$ cat config.mk
export PLATFORM = sky130hd
export DESIGN_NAME = escaped_string_decoder_top
export DESIGN_NICKNAME = d
export VERILOG_FILES = /design/src/hw/rtl/esd_pkg.sv /design/src/hw/rtl/esd_front.sv /design/src/hw/rtl/esd_queue.sv /design/src/hw/rtl/esd_back.sv /design/src/hw/rtl/escaped_string_decoder_top.sv
export SDC_FILE = /design/constraint.sdc
export NUM_CORES = 1
export LEC_CHECK = 0
export BUFFER_PORTS_ARGS = -buffer_cell sky130_fd_sc_hd__buf_2
export CAP_MARGIN = 20
export CORE_MARGIN = 3
export CORE_UTILIZATION = 30
export DETAILED_ROUTE_END_ITERATION = 12
export HOLD_SLACK_MARGIN = 0.05
export PLACE_DENSITY = 0.51
export SYNTH_ARGS = -nofsm -noshare
export SYNTH_HDL_FRONTEND = slang
export SYNTH_HIERARCHICAL = 1
export SYNTH_SLANG_ARGS = --single-unit
export TNS_END_PERCENT = 100
$ cat constraint.sdc
create_clock -name i_clk -period 6.57 [get_ports i_clk]
set_input_delay 0.3285 -clock i_clk [delete_from_list [all_inputs] [get_ports i_clk]]
set_output_delay 0.3285 -clock i_clk [all_outputs]
set_load 0.005 [all_outputs]
$ cat src/hw/rtl/esd_pkg.sv
// Shared types, character codes and UTF-8 helpers for the escaped string decoder.
// No dependencies; the front, the back and the top of the block import this package.
`default_nettype none

package esd_pkg;

    // Character codes used to pick the string mode and to start an escape.
    localparam logic [7:0] CH_BSL = 8'h5C;
    localparam logic [7:0] CH_SQ  = 8'h27;
    localparam logic [7:0] CH_DQ  = 8'h22;
    localparam logic [7:0] CH_BT  = 8'h60;

    // Upper bounds of the one- to five-byte UTF-8 ranges.
    localparam logic [31:0] UTF8_LIM1 = 32'h0000_007F;
    localparam logic [31:0] UTF8_LIM2 = 32'h0000_07FF;
    localparam logic [31:0] UTF8_LIM3 = 32'h0000_FFFF;
    localparam logic [31:0] UTF8_LIM4 = 32'h001F_FFFF;
    localparam logic [31:0] UTF8_LIM5 = 32'h03FF_FFFF;

    // One emission: len 0 is nothing, len 1 is a raw byte in val[7:0],
    // len 2 to 6 is the UTF-8 form of the code point in val.
    typedef struct packed {
        logic [2:0]  len;
        logic [31:0] val;
    } t_emit;

    // The work of one input item, handed from the front to the back.
    typedef struct packed {
        logic [2:0]  p_len;
        logic [31:0] p_val;
        logic        s_vld;
        logic [7:0]  s_byte;
        logic        last;
    } t_group;

    function automatic logic [2:0] utf8_len(input logic [31:0] v);
        logic [2:0] n;
        if (v <= UTF8_LIM1)      n = 3'd1;
        else if (v <= UTF8_LIM2) n = 3'd2;
        else if (v <= UTF8_LIM3) n = 3'd3;
        else if (v <= UTF8_LIM4) n = 3'd4;
        else if (v <= UTF8_LIM5) n = 3'd5;
        else                     n = 3'd6;
        return n;
    endfunction

    // A code point with bit 31 set encodes to nothing.
    function automatic t_emit utf8_emission(input logic [31:0] v);
        t_emit e;
        e.val = v;
        e.len = v[31] ? 3'd0 : utf8_len(v);
        return e;
    endfunction

    function automatic t_emit emit_byte(input logic [7:0] b);
        t_emit e;
        e.val = {24'd0, b};
        e.len = 3'd1;
        return e;
    endfunction

    // Hex digit value, or 16 when the byte is not a hex digit.
    function automatic logic [4:0] hex_val(input logic [7:0] c);
        logic [4:0] d;
        if (c >= "0" && c <= "9")      d = {1'b0, c[3:0]};
        else if (c >= "A" && c <= "F") d = 5'(c - "A") + 5'd10;
        else if (c >= "a" && c <= "f") d = 5'(c - "a") + 5'd10;
        else                           d = 5'd16;
        return d;
    endfunction

    // Byte k of an emission of length len.
    function automatic logic [7:0] utf8_byte(input logic [31:0] v, input logic [2:0] len,
                                             input logic [2:0] k);
        logic [2:0]  j;
        logic [31:0] sh;
        logic [7:0]  pre;
        j = len - k - 3'd1;
        case (j)
            3'd0:    sh = v;
            3'd1:    sh = v >> 6;
            3'd2:    sh = v >> 12;
            3'd3:    sh = v >> 18;
            3'd4:    sh = v >> 24;
            3'd5:    sh = v >> 30;
            default: sh = v;
        endcase
        case (len)
            3'd2:    pre = 8'hC0;
            3'd3:    pre = 8'hE0;
            3'd4:    pre = 8'hF0;
            3'd5:    pre = 8'hF8;
            3'd6:    pre = 8'hFC;
            default: pre = 8'h00;
        endcase
        if (k == 3'd0) return pre | sh[7:0];
        else           return {2'b10, sh[5:0]};
    endfunction

endpackage

`default_nettype wire

$ cat src/hw/rtl/esd_front.sv
// Front part of the escaped string decoder: mode selection, escape decoding, length count.
// Depends on esd_pkg; produces at most one group per item for the queue.
`default_nettype none

module esd_front #(
    parameter int  MAX_LEN = 4096,
    localparam int CNT_W   = $clog2(MAX_LEN + 1)
) (
    input  logic                 i_clk,
    input  logic                 i_rst_n,
    input  logic                 i_take,
    input  logic [7:0]           i_in_byte,
    input  logic                 i_first_mark,
    input  logic                 i_last_mark,
    input  logic [7:0]           i_closing_byte,
    output logic                 o_push,
    output esd_pkg::t_group      o_group,
    output logic [CNT_W-1:0]     o_length
);
    import esd_pkg::*;

    localparam int SUM_W = CNT_W + 3;

    typedef enum logic [1:0] {
        MODE_PASS,
        MODE_STRIP,
        MODE_ESC
    } t_mode;

    typedef enum logic [2:0] {
        ESC_PLAIN,
        ESC_BSLASH,
        ESC_HEX,
        ESC_OCT,
        ESC_UCS
    } t_esc;

    t_mode            r_mode, n_mode;
    t_esc             r_est, n_est, e_st;
    logic [3:0]       r_dl, n_dl, e_dl, dl_inc, dl_dec;
    logic [31:0]      r_code, n_code, e_code, ucs_code;
    logic [7:0]       r_let, n_let, e_let;
    logic [CNT_W-1:0] r_cnt, n_cnt, base, cnt_after;
    logic [8:0]       oct_code;
    logic [7:0]       hex_code;
    logic [4:0]       hv;
    logic             delim, redo, s_vld;
    logic [7:0]       s_byte;
    t_emit            p;
    logic [2:0]       nb;
    logic [SUM_W-1:0] sum;

    // Emission for a digit run that ends before its full length.
    function automatic t_emit flush(input t_esc st, input logic [3:0] dl,
                                    input logic [31:0] code, input logic [7:0] let_c);
        t_emit e;
        logic [3:0] full;
        full = (let_c == "u") ? 4'd4 : 4'd8;
        e = '0;
        case (st)
            ESC_OCT: e = emit_byte(code[7:0]);
            ESC_HEX: e = emit_byte((dl != 4'd0) ? code[7:0] : let_c);
            ESC_UCS: e = (dl != full) ? utf8_emission(code) : emit_byte(let_c);
            default: e = '0;
        endcase
        return e;
    endfunction

    always_comb begin
        // Mode of this item: a first byte chooses it afresh.
        if (i_first_mark) begin
            if ((i_in_byte == CH_SQ || i_in_byte == CH_DQ) && i_in_byte == i_closing_byte)
                n_mode = MODE_STRIP;
            else if (i_in_byte == CH_BT || i_closing_byte == CH_BT)
                n_mode = MODE_ESC;
            else
                n_mode = MODE_PASS;
        end else begin
            n_mode = r_mode;
        end

        e_st   = i_first_mark ? ESC_PLAIN : r_est;
        e_dl   = i_first_mark ? 4'd0 : r_dl;
        e_code = i_first_mark ? 32'd0 : r_code;
        e_let  = i_first_mark ? 8'd0 : r_let;
        base   = i_first_mark ? '0 : r_cnt;
        delim  = i_first_mark | i_last_mark;

        n_est    = e_st;
        n_dl     = e_dl;
        n_code   = e_code;
        n_let    = e_let;
        p        = '0;
        s_vld    = 1'b0;
        s_byte   = 8'd0;
        redo     = 1'b0;
        hv       = hex_val(i_in_byte);
        dl_inc   = e_dl + 4'd1;
        dl_dec   = e_dl - 4'd1;
        oct_code = {e_code[5:0], i_in_byte[2:0]};
        hex_code = {e_code[3:0], hv[3:0]};
        ucs_code = {e_code[27:0], hv[3:0]};

        if (n_mode == MODE_PASS) begin
            p = emit_byte(i_in_byte);
        end else if (!delim) begin
            if (n_mode == MODE_STRIP) begin
                p = emit_byte(i_in_byte);
            end else begin
                case (e_st)
                    ESC_PLAIN: begin
                        if (i_in_byte == CH_BSL) n_est = ESC_BSLASH;
                        else                     p = emit_byte(i_in_byte);
                    end
                    ESC_BSLASH: begin
                        n_est = ESC_PLAIN;
                        n_let = i_in_byte;
                        case (i_in_byte)
                            "a": p = emit_byte(8'd7);
                            "b": p = emit_byte(8'd8);
                            "e": p = emit_byte(8'd27);
                            "f": p = emit_byte(8'd12);
                            "n": p = emit_byte(8'd10);
                            "r": p = emit_byte(8'd13);
                            "t": p = emit_byte(8'd9);
                            "v": p = emit_byte(8'd11);
                            "u": begin
                                n_est  = ESC_UCS;
                                n_dl   = 4'd4;
                                n_code = 32'd0;
                            end
                            "U": begin
                                n_est  = ESC_UCS;
                                n_dl   = 4'd8;
                                n_code = 32'd0;
                            end
                            "x", "X": begin
                                n_est  = ESC_HEX;
                                n_dl   = 4'd0;
                                n_code = 32'd0;
                            end
                            default: begin
                                if (i_in_byte inside {["0":"7"]}) begin
                                    n_est  = ESC_OCT;
                                    n_dl   = 4'd1;
                                    n_code = {29'd0, i_in_byte[2:0]};
                                end else begin
                                    p = emit_byte(i_in_byte);
                                end
                            end
                        endcase
                    end
                    ESC_OCT: begin
                        if (i_in_byte inside {["0":"7"]}) begin
                            n_code = {23'd0, oct_code};
                            n_dl   = dl_inc;
                            if (dl_inc >= 4'd3) begin
                                p     = emit_byte(oct_code[7:0]);
                                n_est = ESC_PLAIN;
                            end
                        end else begin
                            p     = flush(e_st, e_dl, e_code, e_let);
                            n_est = ESC_PLAIN;
                            redo  = 1'b1;
                        end
                    end
                    ESC_HEX: begin
                        if (!hv[4]) begin
                            n_code = {24'd0, hex_code};
                            n_dl   = dl_inc;
                            if (dl_inc >= 4'd2) begin
                                p     = emit_byte(hex_code);
                                n_est = ESC_PLAIN;
                            end
                        end else begin
                            p     = flush(e_st, e_dl, e_code, e_let);
                            n_est = ESC_PLAIN;
                            redo  = 1'b1;
                        end
                    end
                    ESC_UCS: begin
                        if (!hv[4]) begin
                            n_code = ucs_code;
                            n_dl   = dl_dec;
                            if (dl_dec == 4'd0) begin
                                p     = utf8_emission(ucs_code);
                                n_est = ESC_PLAIN;
                            end
                        end else begin
                            p     = flush(e_st, e_dl, e_code, e_let);
                            n_est = ESC_PLAIN;
                            redo  = 1'b1;
                        end
                    end
                    default: begin
                        n_est = ESC_PLAIN;
                        redo  = 1'b1;
                    end
                endcase

                // The byte that ended a digit run is decoded again as plain text.
                if (redo) begin
                    if (i_in_byte == CH_BSL) begin
                        n_est = ESC_BSLASH;
                    end else begin
                        s_vld  = 1'b1;
                        s_byte = i_in_byte;
                    end
                end
            end
        end

        // A run still open at the closing byte is flushed.
        if (i_last_mark && n_mode == MODE_ESC) begin
            p = flush(e_st, e_dl, e_code, e_let);
        end

        nb  = p.len + {2'd0, s_vld};
        sum = SUM_W'(base) + SUM_W'(nb);
        if (sum > SUM_W'(MAX_LEN)) cnt_after = CNT_W'(MAX_LEN);
        else                       cnt_after = sum[CNT_W-1:0];

        n_cnt = cnt_after;
        if (i_last_mark) begin
            n_est  = ESC_PLAIN;
            n_dl   = 4'd0;
            n_code = 32'd0;
            n_let  = 8'd0;
            n_cnt  = '0;
        end

        o_push         = i_take && (nb != 3'd0 || i_last_mark);
        o_group.p_len  = p.len;
        o_group.p_val  = p.val;
        o_group.s_vld  = s_vld;
        o_group.s_byte = s_byte;
        o_group.last   = i_last_mark;
        o_length       = cnt_after;
    end

    always_ff @(posedge i_clk) begin
        if (!i_rst_n) begin
            r_mode <= MODE_PASS;
            r_est  <= ESC_PLAIN;
            r_dl   <= 4'd0;
            r_code <= 32'd0;
            r_let  <= 8'd0;
            r_cnt  <= '0;
        end else if (i_take) begin
            r_mode <= n_mode;
            r_est  <= n_est;
            r_dl   <= n_dl;
            r_code <= n_code;
            r_let  <= n_let;
            r_cnt  <= n_cnt;
        end
    end

endmodule

`default_nettype wire

$ cat src/hw/rtl/esd_queue.sv
// Short first-in first-out queue of decoded groups between the front and the back.
// No package dependency; width and depth come from parameters.
`default_nettype none

module esd_queue #(
    parameter int  WIDTH = 60,
    parameter int  DEPTH = 4,
    localparam int PTR_W = $clog2(DEPTH),
    localparam int CNT_W = $clog2(DEPTH + 1)
) (
    input  logic             i_clk,
    input  logic             i_rst_n,
    input  logic             i_push,
    input  logic [WIDTH-1:0] i_data,
    input  logic             i_pop,
    output logic             o_full,
    output logic             o_valid,
    output logic [WIDTH-1:0] o_data
);
    logic [WIDTH-1:0] r_mem [DEPTH];
    logic [PTR_W-1:0] r_wr, r_rd;
    logic [CNT_W-1:0] r_cnt;

    assign o_full  = (r_cnt == CNT_W'(DEPTH));
    assign o_valid = (r_cnt != '0);
    assign o_data  = r_mem[r_rd];

    always_ff @(posedge i_clk) begin
        if (i_push) begin
            r_mem[r_wr] <= i_data;
        end
    end

    always_ff @(posedge i_clk) begin
        if (!i_rst_n) begin
            r_wr  <= '0;
            r_rd  <= '0;
            r_cnt <= '0;
        end else begin
            if (i_push) begin
                r_wr <= (r_wr == PTR_W'(DEPTH - 1)) ? '0 : r_wr + PTR_W'(1);
            end
            if (i_pop) begin
                r_rd <= (r_rd == PTR_W'(DEPTH - 1)) ? '0 : r_rd + PTR_W'(1);
            end
            if (i_push && !i_pop)      r_cnt <= r_cnt + CNT_W'(1);
            else if (!i_push && i_pop) r_cnt <= r_cnt - CNT_W'(1);
        end
    end

endmodule

`default_nettype wire

$ cat src/hw/rtl/esd_back.sv
// Back part of the escaped string decoder: expands each group into output words.
// Depends on esd_pkg for the group type and the UTF-8 byte helper.
`default_nettype none

module esd_back #(
    parameter int CNT_W = 13
) (
    input  logic              i_clk,
    input  logic              i_rst_n,
    input  logic              i_q_valid,
    input  esd_pkg::t_group   i_group,
    input  logic [CNT_W-1:0]  i_length,
    output logic              o_pop,
    output logic              o_out_valid,
    input  logic              i_out_ready,
    output logic [7:0]        o_data_byte,
    output logic              o_has_byte,
    output logic              o_run_last,
    output logic              o_end_of_string,
    output logic [CNT_W-1:0]  o_out_length
);
    import esd_pkg::*;

    logic [2:0]       r_idx;
    logic             r_out_valid;
    logic [7:0]       r_data;
    logic             r_has, r_run_last, r_eos;
    logic [CNT_W-1:0] r_len;

    logic [2:0] n_tot;
    logic       has, run_end, advance;
    logic [7:0] cur_byte;

    always_comb begin
        n_tot   = i_group.p_len + {2'd0, i_group.s_vld};
        has     = (n_tot != 3'd0);
        run_end = !has || (r_idx + 3'd1 == n_tot);
        if (!has)                       cur_byte = 8'd0;
        else if (r_idx < i_group.p_len) cur_byte = utf8_byte(i_group.p_val, i_group.p_len, r_idx);
        else                            cur_byte = i_group.s_byte;
        advance = i_q_valid && (!r_out_valid || i_out_ready);
        o_pop   = advance && run_end;
    end

    always_ff @(posedge i_clk) begin
        if (!i_rst_n) begin
            r_idx       <= 3'd0;
            r_out_valid <= 1'b0;
        end else if (advance) begin
            r_out_valid <= 1'b1;
            r_idx       <= run_end ? 3'd0 : r_idx + 3'd1;
        end else if (i_out_ready) begin
            r_out_valid <= 1'b0;
        end
    end

    always_ff @(posedge i_clk) begin
        if (advance) begin
            r_data     <= cur_byte;
            r_has      <= has;
            r_run_last <= run_end;
            r_eos      <= run_end && i_group.last;
            r_len      <= (run_end && i_group.last) ? i_length : '0;
        end
    end

    assign o_out_valid     = r_out_valid;
    assign o_data_byte     = r_data;
    assign o_has_byte      = r_has;
    assign o_run_last      = r_run_last;
    assign o_end_of_string = r_eos;
    assign o_out_length    = r_len;

endmodule

`default_nettype wire

$ cat src/hw/rtl/escaped_string_decoder_top.sv
// The first word of an item passes through the queue and then the output register.
// Throughput: one item per cycle while the queue has room and items yield at most one word each;
// an item of several words (up to seven, a UTF-8 sequence plus one byte) holds the port until all
// have left. The port moves one word per cycle while i_out_ready holds; the queue absorbs bursts.
// Reset is synchronous and active low; it clears mode, escape state, count and queue at once.
`default_nettype none

module escaped_string_decoder_top #(
    parameter int  MAX_LEN     = 4096,
    parameter int  QUEUE_DEPTH = 4,
    localparam int CNT_W       = $clog2(MAX_LEN + 1)
) (
    input  logic             i_clk,
    input  logic             i_rst_n,
    input  logic             i_in_valid,
    output logic             o_in_ready,
    input  logic [7:0]       i_in_byte,
    input  logic             i_first_mark,
    input  logic             i_last_mark,
    input  logic [7:0]       i_closing_byte,
    output logic             o_out_valid,
    input  logic             i_out_ready,
    output logic [7:0]       o_data_byte,
    output logic             o_has_byte,
    output logic             o_run_last,
    output logic             o_end_of_string,
    output logic [CNT_W-1:0] o_out_length
);
    import esd_pkg::*;

    // Each queue entry holds one group and the running length after it.
    localparam int Q_W = $bits(t_group) + CNT_W;

    logic             take;
    logic             f_push;
    t_group           f_group;
    logic [CNT_W-1:0] f_length;
    logic [Q_W-1:0]   q_wdata, q_rdata;
    logic             q_full, q_valid, q_pop;
    t_group           q_group;
    logic [CNT_W-1:0] q_length;

    // The front stalls only when the queue is full, never on the output side directly.
    assign o_in_ready = ~q_full;
    assign take       = i_in_valid & o_in_ready;

    // The front decodes one byte per cycle while the queue has room, writing at most one group per item.
    esd_front #(
        .MAX_LEN (MAX_LEN)
    ) u_front (
        .i_clk          (i_clk),
        .i_rst_n        (i_rst_n),
        .i_take         (take),
        .i_in_byte      (i_in_byte),
        .i_first_mark   (i_first_mark),
        .i_last_mark    (i_last_mark),
        .i_closing_byte (i_closing_byte),
        .o_push         (f_push),
        .o_group        (f_group),
        .o_length       (f_length)
    );

    assign q_wdata = {f_group, f_length};

    esd_queue #(
        .WIDTH (Q_W),
        .DEPTH (QUEUE_DEPTH)
    ) u_queue (
        .i_clk   (i_clk),
        .i_rst_n (i_rst_n),
        .i_push  (f_push),
        .i_data  (q_wdata),
        .i_pop   (q_pop),
        .o_full  (q_full),
        .o_valid (q_valid),
        .o_data  (q_rdata)
    );

    assign q_group  = t_group'(q_rdata[Q_W-1:CNT_W]);
    assign q_length = q_rdata[CNT_W-1:0];

    // The back expands a group into words and keeps them in its output register.
    esd_back #(
        .CNT_W (CNT_W)
    ) u_back (
        .i_clk           (i_clk),
        .i_rst_n         (i_rst_n),
        .i_q_valid       (q_valid),
        .i_group         (q_group),
        .i_length        (q_length),
        .o_pop           (q_pop),
        .o_out_valid     (o_out_valid),
        .i_out_ready     (i_out_ready),
        .o_data_byte     (o_data_byte),
        .o_has_byte      (o_has_byte),
        .o_run_last      (o_run_last),
        .o_end_of_string (o_end_of_string),
        .o_out_length    (o_out_length)
    );

endmodule

`default_nettype wire

* Word level (Yosys, flattened, before mapping)
Memories as Yosys holds them, arrays and structs flattened. A register that Yosys moved wholly into a read port is not among the register bits. Index checks and enable logic that the tools add are counted.
Storage, ports and cells: memories 1, bits in latches 0, memory bits (writable) 232, word-level logic and storage cells 254, register bits 97, memory bits (read-only) 0
Memory list:
- u_queue.r_mem | depth 4, bits a word 58, rd ports 1, clocked after memory_dff 1, wr ports 1, line esd_queue.sv:20 | logic [WIDTH-1:0] r_mem [DEPTH];
Cells by class: shift-type cells 0, $mul 0, divide/modulo/power cells 0, equal/unequal tests 40, add/sub/neg operators 16, reductions and logical operators 37, magnitude comparators 21, bitwise logic cells 4, muxes and demuxes 119
Operators with widths (number):
- 35-bit case mux with 9 select lines | 1
- 32-bit 2-to-1 mux | 9
- 35-bit 2-to-1 mux | 7
- 33-bit 2-to-1 mux | 6
- 35-bit case mux with 5 select lines | 1
- 8-bit 2-to-1 mux | 18
- 8-bit by 7-bit == test with 1-bit output (second input constant) | 16
- 32-bit case mux with 4 select lines | 1
- 35-bit case mux with 3 select lines | 1
- 3-bit 2-to-1 mux | 27
- 8-bit case mux with 5 select lines | 2
- 32-bit by 11-bit less-or-equal comparator with 1-bit output (second input constant) | 2
- 32-bit by 16-bit less-or-equal comparator with 1-bit output (second input constant) | 2
- 32-bit by 21-bit less-or-equal comparator with 1-bit output (second input constant) | 2
- 32-bit by 26-bit less-or-equal comparator with 1-bit output (second input constant) | 2
- 32-bit by 7-bit less-or-equal comparator with 1-bit output (second input constant) | 2
- 32-bit case mux with 2 select lines | 1
- 4-bit 2-to-1 mux | 10
- 13-bit 2-to-1 mux | 3
- 4-bit case mux with 4 select lines | 2
- 3-bit == test (second input constant) | 7
- 2-bit 2-to-1 mux | 10
- 3-bit by 2-bit == test with 1-bit output (second input constant) | 6
- 8-bit by 6-bit == test with 1-bit output (second input constant) | 2
- 44 further kinds | 97

* Depth between registers and ports, before layout
Gate-level depths: netlist of run 1.
word-level depth 27, depth in mapped cells 27, gate-level depth less buffers 21

* Modules after synthesis
Netlist of run 1, hierarchy kept.
Modules (own cells, without submodules):
- esd_queue | cells an instance 347, instances 1, sequential area each 7146.9 um2, area each 8852.2 um2
- esd_front | cells an instance 957, instances 1, sequential area each 1241.2 um2, area each 6729.0 um2
- esd_back | cells an instance 173, instances 1, sequential area each 800.8 um2, area each 1815.5 um2
- escaped_string_decoder_top | cells an instance 2, instances 1, sequential area each 0.0 um2, area each 10.0 um2

* Worst setup path before layout of run 1
No wires, ideal clock.
path type input -> register, from input i_first_mark, to memory u_queue/r_mem[0][8] (netlist bit) (data pin), arrival 5.364 ns, path slack 0.926 ns, path buffers 7, data required time 6.290 ns, library setup time 0.280 ns, stages on the path 24, path through clkbuf_1 -> inv_1 -> clkbuf_1 -> clkbuf_1 -> nand2_1 -> ha_1 -> nor2b_1 -> o21ai_1 -> clkbuf_1 -> buf_1 -> o2111ai_1 -> a21oi_1 -> ha_1 -> xor2_1 -> ha_1 -> nor2b_1 -> o211a_1 -> and3_1 -> a211oi_1 -> clkbuf_1 -> inv_1 -> a31oi_1 -> clkbuf_1 -> nor3_1
RTL lines:
- start, declared | line escaped_string_decoder_top.sv:18 | input logic i_first_mark,
- end, declared | line esd_queue.sv:20

==> results.txt, run 1 <==
TritonCTS clock tree -> built
Worst reg2reg path startpoint -> u_front/r_est[1]$_SDFFE_PN0P_
Placer's final routability congestion estimate -> 1.00
Post-synth cell types -> 95
Max-cap viol count -> 0
Endpoint of the worst hold-timing path -> u_back/o_out_valid$_SDFFE_PN0P_
Setup tns final -> 0 ns
Number of buffers created by CTS -> 39
Die area -> 60900 um2
Area leader, netlist -> sky130_fd_sc_hd__edfxtp_1
Category of the worst setup path launch point -> flip-flop
Post-Synthesis Net Count -> 1532
WL per Instance -> 23.7 um
Final Hold Fails -> 0
Dpl hpwl -> 38.2 mm
Max_slew headroom -> 18.1%
Placement Rows -> 87
Worst hold path depth -> 3
Gate power share -> 26.2%
Overflow left after global routing -> 0
R2R depth -> 17
Cell chosen for the clock root -> sky130_fd_sc_hd__clkbuf_16
Number of input and output port buffers inserted -> 47
CP Data Arrival Time -> 6.07 ns
Total clock sinks -> 331
Part of the power in the clock network -> 34.3%
Hold_sp -> i_out_ready
List of most frequent post-synthesis cells -> 256 x sky130_fd_sc_hd__edfxtp_1, 104 x sky130_fd_sc_hd__nor2_1, 100 x sky130_fd_sc_hd__a21oi_1
First-pass GRT wire length -> 82.4 mm
Sequential element share of the synthesized area -> 52.8%
Fraction of post-synthesis cell area in the top cell type by area -> 44.2%
RSZ-0062 raised after global routing -> no
Average cell area after synthesis -> 11.8 um2
Number of nets with antenna violations after routing -> 0
Count of fill cells added during filler insertion -> 5670
Most frequently used flop master after synthesis -> sky130_fd_sc_hd__edfxtp_1
Die X -> 247 um
End-of-flow core utilization -> 34.9%
Number of setup violations in the final report -> 0
Dominant cells by area after synthesis -> sky130_fd_sc_hd__edfxtp_1 44%, sky130_fd_sc_hd__dfxtp_1 8.6%, sky130_fd_sc_hd__mux4_2 7.6%
Register bit total from synthesis -> 331
CORE AREA -> 56900 um2
Sequential group share of total power -> 39.5%
Initial antenna violation count -> 0
Worst hold slack -> 0.0812 ns
Share of total power consumed by net switching -> 30.3%
Total via count after detailed routing -> 13000
Clock input transition at the sequential cells of the worst setup and hold paths -> 0.06 ns
Area growth from synthesis to final layout -> 14.0%
Post-CTS setup buffer count -> 0
Top-level I/O count -> 48
Final worst path period share -> 88.4%
Total standard cell area after synthesis -> 17400 um2
Cell with the most instances after synthesis -> sky130_fd_sc_hd__edfxtp_1
First-pass iteration count of the detailed router -> 7
Ordered cell list for the critical path -> nand2_1, nor2_1, o21ai_1, o21ai_0, o22ai_1, a22oi_1, ha_1, ha_1, ha_1, a21o_1, a21oi_1, nor3_1, o221ai_1, nand2_1, a31oi_1, buf_4, nor2_1
Critical path's slowest cell -> sky130_fd_sc_hd__dfxtp_1
Internal Pwr Total -> 4.66 mW
Hold-fix buffer count after cts -> 0
Number of pins exceeding their max-slew limit in the final report -> 0
Count of H-tree levels built during CTS -> 2
Final critical delay including setup and external delays -> 5.81 ns
Maximum clock skew at final layout -> 0.0329 ns
Sw Pwr -> 2.03 mW
Worst Setup Path Type -> reg2reg
Worst vdd ir -> 0.000202 V
Clk buf depth -> 3
Post-CTS resize count -> 0
Capture point of the worst reg-to-reg path -> u_queue/r_mem[3][2]$_DFFE_PP_
Post-synth EDFFs -> 256
Async set-or-reset flop fraction in the synthesized netlist -> 0%
Critical Path RT -> 6.83 ns
Via density per instance -> 5.64
Die Span Y -> 247 um
Biggest cell delay along the critical path -> 0.78 ns
Result of the run -> complete, no violations
Largest net degree at the start of global routing -> 59
Max Fclk -> 0.172 GHz
Initial cell density of the core -> 30.6%
Largest driver fanout on the critical path -> 12
Leakage power figure -> 6.38 nW
Number of global-route vias before repair -> 12700
Power Density -> 337 nW/um2
Number of warnings reported in the yosys synthesis log -> 6
Actual slew at the worst max-slew pin -> 1.22 ns
Total power consumption of the routed design -> 6.68 mW
Most prevalent standard cell on the critical path -> sky130_fd_sc_hd__ha_1
Cell count after synthesis -> 1479
Kind of end point of the critical path -> flip-flop
HP Class -> in2reg
All-Layer GR Usage -> 17.8%
Count of unresolved DRC violations after routing -> 0
DRC violation total after the first TritonRoute iteration -> 1258
Net count reported at finish -> 1572
Setup slack on the worst flop-to-flop path -> 0.76 ns
Routed WL -> 54.7 mm
Clk_lat worst skew -> 0.56 ns
Fraction of layout instances using a drive strength above 1 -> 17.2%
-- power by group through the flow --
stage | combinational (mW) | clock, mW | sequential (mW)
2_1_floorplan | 1.26 | 0 | 2.67
3_3_place_gp | 1.74 | 0 | 2.69
3_5_place_dp | 1.74 | 0 | 2.70
4_1_cts | 1.75 | 2.35 | 2.65
5_1_grt | 1.92 | 2.43 | 2.67
6_report | 1.75 | 2.29 | 2.64
-- routing by layer --
layer	track usage, %	vias up	routed length [um]
li1	-	5874	-
met1	25.1	6495	25000
met2	27.4	517	24400
met3	2.93	120	3470
met4	6.51	0	1920
met5	0	-	0
-- cell families after synthesis --
| family | synth area share (%) |
|---|---|
| flops | 52.8 |
| mux | 10.4 |
| xor+xnor | 1.26 |
| simple gates | 13.1 |
| buf+inv | 3.95 |
| fa+ha+maj | 2.36 |
| compound gates | 16.2 |
-- final cells by class --
cell class / instances / area [um2] / area share, %
diodes: 1 / 2.50 / 0.0126
clock buffers: 47 / 1020 / 5.12
clock inverters: 23 / 342 / 1.72
inverters: 47 / 176 / 0.889
multi-input cells: 1002 / 7540 / 38.0
flip-flops and latches: 331 / 9190 / 46.3
well taps: 756 / 946 / 4.77
repair buffers: 98 / 623 / 3.14
-- worst max-delay path: cells and delay by family, from the launching register on --
| kind | cells | cell delay (ns) |
|---|---|---|
| DFF | 1 | 0.78 |
| buffers and inverters | 1 | 0.18 |
| AOI/OAI and AO/OA | 8 | 2.41 |
| and+or+nand+nor | 5 | 1.31 |
| adders and majority gates | 3 | 0.83 |
-- worst max-delay path by stage --
| stage | slack (ns) | startpoint | depth (start not counted) | end |
|---|---|---|---|---|
| floorplan | 0.93 | i_first_mark | 24 | u_queue/r_mem[0][8]$_DFFE_PP_ |
| global placement | 0.83 | i_in_byte[0] | 21 | u_queue/r_mem[0][8]$_DFFE_PP_ |
| detailed placement | 0.75 | i_in_byte[0] | 21 | u_queue/r_mem[0][8]$_DFFE_PP_ |
| CTS | 0.98 | u_front/r_est[1]$_SDFFE_PN0P_ | 17 | u_queue/r_mem[0][8]$_DFFE_PP_ |
| global route | 0.55 | u_front/r_est[1]$_SDFFE_PN0P_ | 18 | u_queue/r_mem[0][8]$_DFFE_PP_ |
| finish | 0.76 | u_front/r_est[1]$_SDFFE_PN0P_ | 17 | u_queue/r_mem[3][2]$_DFFE_PP_ |
-- cells in the final DEF (no fill, tap or decap), types with 48 or more instances in the layout --
master / count
sky130_fd_sc_hd__mux4_2: 59
sky130_fd_sc_hd__edfxtp_1: 256
sky130_fd_sc_hd__buf_4: 49
sky130_fd_sc_hd__o21ai_0: 58
sky130_fd_sc_hd__nor2_1: 104
sky130_fd_sc_hd__dfxtp_1: 73
sky130_fd_sc_hd__buf_2: 48
sky130_fd_sc_hd__a21oi_1: 100
sky130_fd_sc_hd__nand2_1: 97
-- state kept, by name (all words and copies together) (netlist names), 2 cells and up, named ones only --
signal               cells
u_back/o_data_byte       8
u_back/o_out_length     13
u_back/r_idx             3
u_front/r_cnt           13
u_front/r_code          32
u_front/r_dl             4
u_front/r_est            3
u_front/r_let            8
u_front/r_mode           2
u_queue/r_cnt            3
u_queue/r_mem          232
u_queue/r_rd             2
u_queue/r_wr             2
-- through the flow --
stage               setup WS [ns]  instances  instance area, um2
floorplan                   0.926       1479               17400
global placement            0.834       2231               18500
detailed placement          0.752       2232               18500
CTS                         0.978       2302               19800
global route                0.551       2304               19800
finish                      0.761       2305               19800
Power figures use the tool's default switching activity.
==> run 2, diff against run 1 <==
- CTS_BUF_LIST: not set -> sky130_fd_sc_hd__clkbuf_4 sky130_fd_sc_hd__clkbuf_8
- clock period: 6.57 -> 6.65 ns (I/O delays scaled with it)
==> run 2 against run 1 <==
- combinational power hardly changed
- critical path depth is 6 higher
- hold slack better by 0.10 ns
- non-clock buffer count is 1 higher
- sequential share of layout area is 0.18 points higher
- critical path type unchanged
==> results.txt, run 2 (synthesized netlist as in run 1, its figures left out) <==
Internal Pwr Total -> 4.35 mW
Biggest cell delay along the critical path -> 0.56 ns
Final Hold Fails -> 0
Placement Rows -> 87
First-pass iteration count of the detailed router -> 5
Count of H-tree levels built during CTS -> 2
Category of the worst setup path launch point -> flip-flop
Maximum clock skew at final layout -> 0.0322 ns
Result of the run -> complete, no violations
Largest net degree at the start of global routing -> 69
Post-placement cell area -> 18500 um2
Die area -> 60900 um2
TritonCTS clock tree -> built
DRC violation total after the first TritonRoute iteration -> 1259
Register with the most flip-flops -> u_queue/r_mem
Sequential group share of total power -> 41.7%
Met1 Track Usage GR -> 25.3%
Max FFs per register -> 232
Max Fclk -> 0.179 GHz
Count of unresolved DRC violations after routing -> 0
Clock input transition at the sequential cells of the worst setup and hold paths -> 0.06 ns
Total placed cells including tap cells -> 2233
Part of the power in the clock network -> 31.1%
HP Class -> in2reg
Routed WL -> 54.6 mm
Leakage power figure -> 6.36 nW
Initial antenna violation count -> 1
Total via count after detailed routing -> 13200
Share of total power consumed by net switching -> 31.5%
End-of-flow core utilization -> 34.7%
Number of setup violations in the final report -> 0
Most common cell after layout, fill and taps aside -> sky130_fd_sc_hd__edfxtp_1
Initial cell density of the core -> 30.6%
Fraction of layout instances using a drive strength above 1 -> 18.6%
Commonest non-fill, non-tap cells in the layout -> 256 x sky130_fd_sc_hd__edfxtp_1, 104 x sky130_fd_sc_hd__nor2_1, 100 x sky130_fd_sc_hd__a21oi_1
Number of pins exceeding their max-slew limit in the final report -> 0
Total clock sinks -> 331
Number of buffers created by CTS -> 57
WL per Instance -> 23.3 um
Final worst path period share -> 84.1%
First-pass GRT wire length -> 81.7 mm
Max-cap viol count -> 0
Grt met3 use -> 2.96%
Sw Pwr -> 2.00 mW
Setup tns final -> 0 ns
Power Density -> 321 nW/um2
Overflow left after global routing -> 0
Clk_lat worst skew -> 0.64 ns
RSZ-0062 raised after global routing -> no
Worst Setup Path Type -> reg2reg
Cell chosen for the clock root -> sky130_fd_sc_hd__clkbuf_8
CORE AREA -> 56900 um2
Dpl hpwl -> 37.6 mm
Setup slack on the worst flop-to-flop path -> 1.06 ns
Actual slew at the worst max-slew pin -> 0.994 ns
Via density per instance -> 5.63
Ordered cell list for the critical path -> nand2_1, inv_1, ha_1, or3_1, o2111ai_1, o21ai_1, o21ai_0, o22ai_1, a22oi_1, buf_4, ha_1, ha_1, inv_1, fa_1, nor2b_1, o211a_1, a31oi_1, a211oi_1, buf_4, inv_1, a31oi_1, buf_4, nor3_1
Number of nets with antenna violations after routing -> 0
Top-level I/O count -> 48
Area growth from synthesis to final layout -> 13.5%
All-Layer GR Usage -> 17.7%
Number of global-route vias before repair -> 12800
Critical Path RT -> 6.99 ns
Net count reported at finish -> 1591
Largest driver fanout on the critical path -> 14
Die Span Y -> 247 um
Final critical delay including setup and external delays -> 5.59 ns
Placer's final routability congestion estimate -> 0.939
Final std cell area, no fill -> 19800 um2
Worst vdd ir -> 0.000169 V
Most Crowded Layer GR -> met2
Max_slew headroom -> 33.7%
Clk buf depth -> 3
Worst hold slack -> 0.186 ns
Gate power share -> 27.2%
GR met2 Demand/Resource -> 26.5%
Finished Layout Cells -> 2342
Post-CTS resize count -> 0
CP Data Arrival Time -> 5.93 ns
Largest registers in the final layout -> u_queue/r_mem x232, u_front/r_code x32
Die X -> 247 um
Critical path's slowest cell -> sky130_fd_sc_hd__dfxtp_1
Kind of end point of the critical path -> flip-flop
Number of input and output port buffers inserted -> 47
## run 2: changes by cell type in the layout (fill, tap and decap cells not counted), moves of 2 or more
cell	before	now
sky130_fd_sc_hd__clkbuf_8	1	58
sky130_fd_sc_hd__clkinv_2	2	6
sky130_fd_sc_hd__clkinv_1	4	20
sky130_fd_sc_hd__clkbuf_4	0	9
sky130_fd_sc_hd__inv_6	5	0
sky130_fd_sc_hd__clkbuf_1	7	0
sky130_fd_sc_hd__clkbuf_16	39	0
sky130_fd_sc_hd__buf_4	49	47
sky130_fd_sc_hd__buf_12	0	3
sky130_fd_sc_hd__inv_16	2	0
## run 2: timing repair
action / 4_1_cts / 5_1_grt
endpoints found under the hold margin: 1 / 0
buffers inserted: 0 / 0
hold buffers: 1 / 0
## run 2: worst max-delay path, delay by kind of cell, from the launching register on
family                     cells  cell delay [ns]
AOI/OAI and AO/OA              9             1.67
adders and majority gates      4             1.20
buffers and inverters          6             0.94
DFF                            1             0.56
and+or+nand+nor                4             0.91
## run 2: path summary, 6_finish.rpt
kind                            startpoint                            end  cells after the start
max           u_front/r_dl[0]$_SDFFE_PN0P_  u_queue/r_mem[2][6]$_DFFE_PP_                     23
min                           i_in_byte[7]  u_front/r_let[7]$_SDFFE_PN0P_                      3
max reg2reg   u_front/r_dl[0]$_SDFFE_PN0P_  u_queue/r_mem[2][6]$_DFFE_PP_                     23
min reg2reg  u_front/r_cnt[2]$_SDFFE_PN0P_  u_front/r_cnt[2]$_SDFFE_PN0P_                      2
## run 2: layer usage
layer,vias up,share of wire [%],wire length (um)
li1,5904,-,-
met1,6590,45,24800
met2,555,44,23900
met3,146,6.8,3740
met4,0,3.9,2130
met5,-,0,0
## run 2: metrics by stage
step,total power [mW],setup WS (ns)
2_1_floorplan,3.88,1.00
3_3_place_gp,4.39,0.934
3_5_place_dp,4.40,0.874
4_1_cts,6.40,1.14
5_1_grt,6.68,0.744
6_report,6.34,1.06
## run 2: area by class of cell
| cell class | instances | area [um2] |
|---|---|---|
| fill | 5643 | 37200 |
| sequential | 331 | 9190 |
| multi-input combinational | 1002 | 7550 |
| tap | 756 | 946 |
| clock buffer | 67 | 866 |
| timing repair buffer | 99 | 686 |
| clock inverter | 38 | 344 |
| inverter | 47 | 176 |
| antenna | 2 | 5.00 |
## run 2: power by group through the flow
| stage | Combinational [mW] | Clock (mW) | Sequential, mW |
|---|---|---|---|
| 3_3_place_gp | 1.70 | 0 | 2.69 |
| 6_report | 1.72 | 1.98 | 2.65 |
| 3_5_place_dp | 1.70 | 0 | 2.70 |
| 5_1_grt | 1.89 | 2.12 | 2.67 |
| 2_1_floorplan | 1.24 | 0 | 2.63 |
| 4_1_cts | 1.71 | 2.03 | 2.66 |
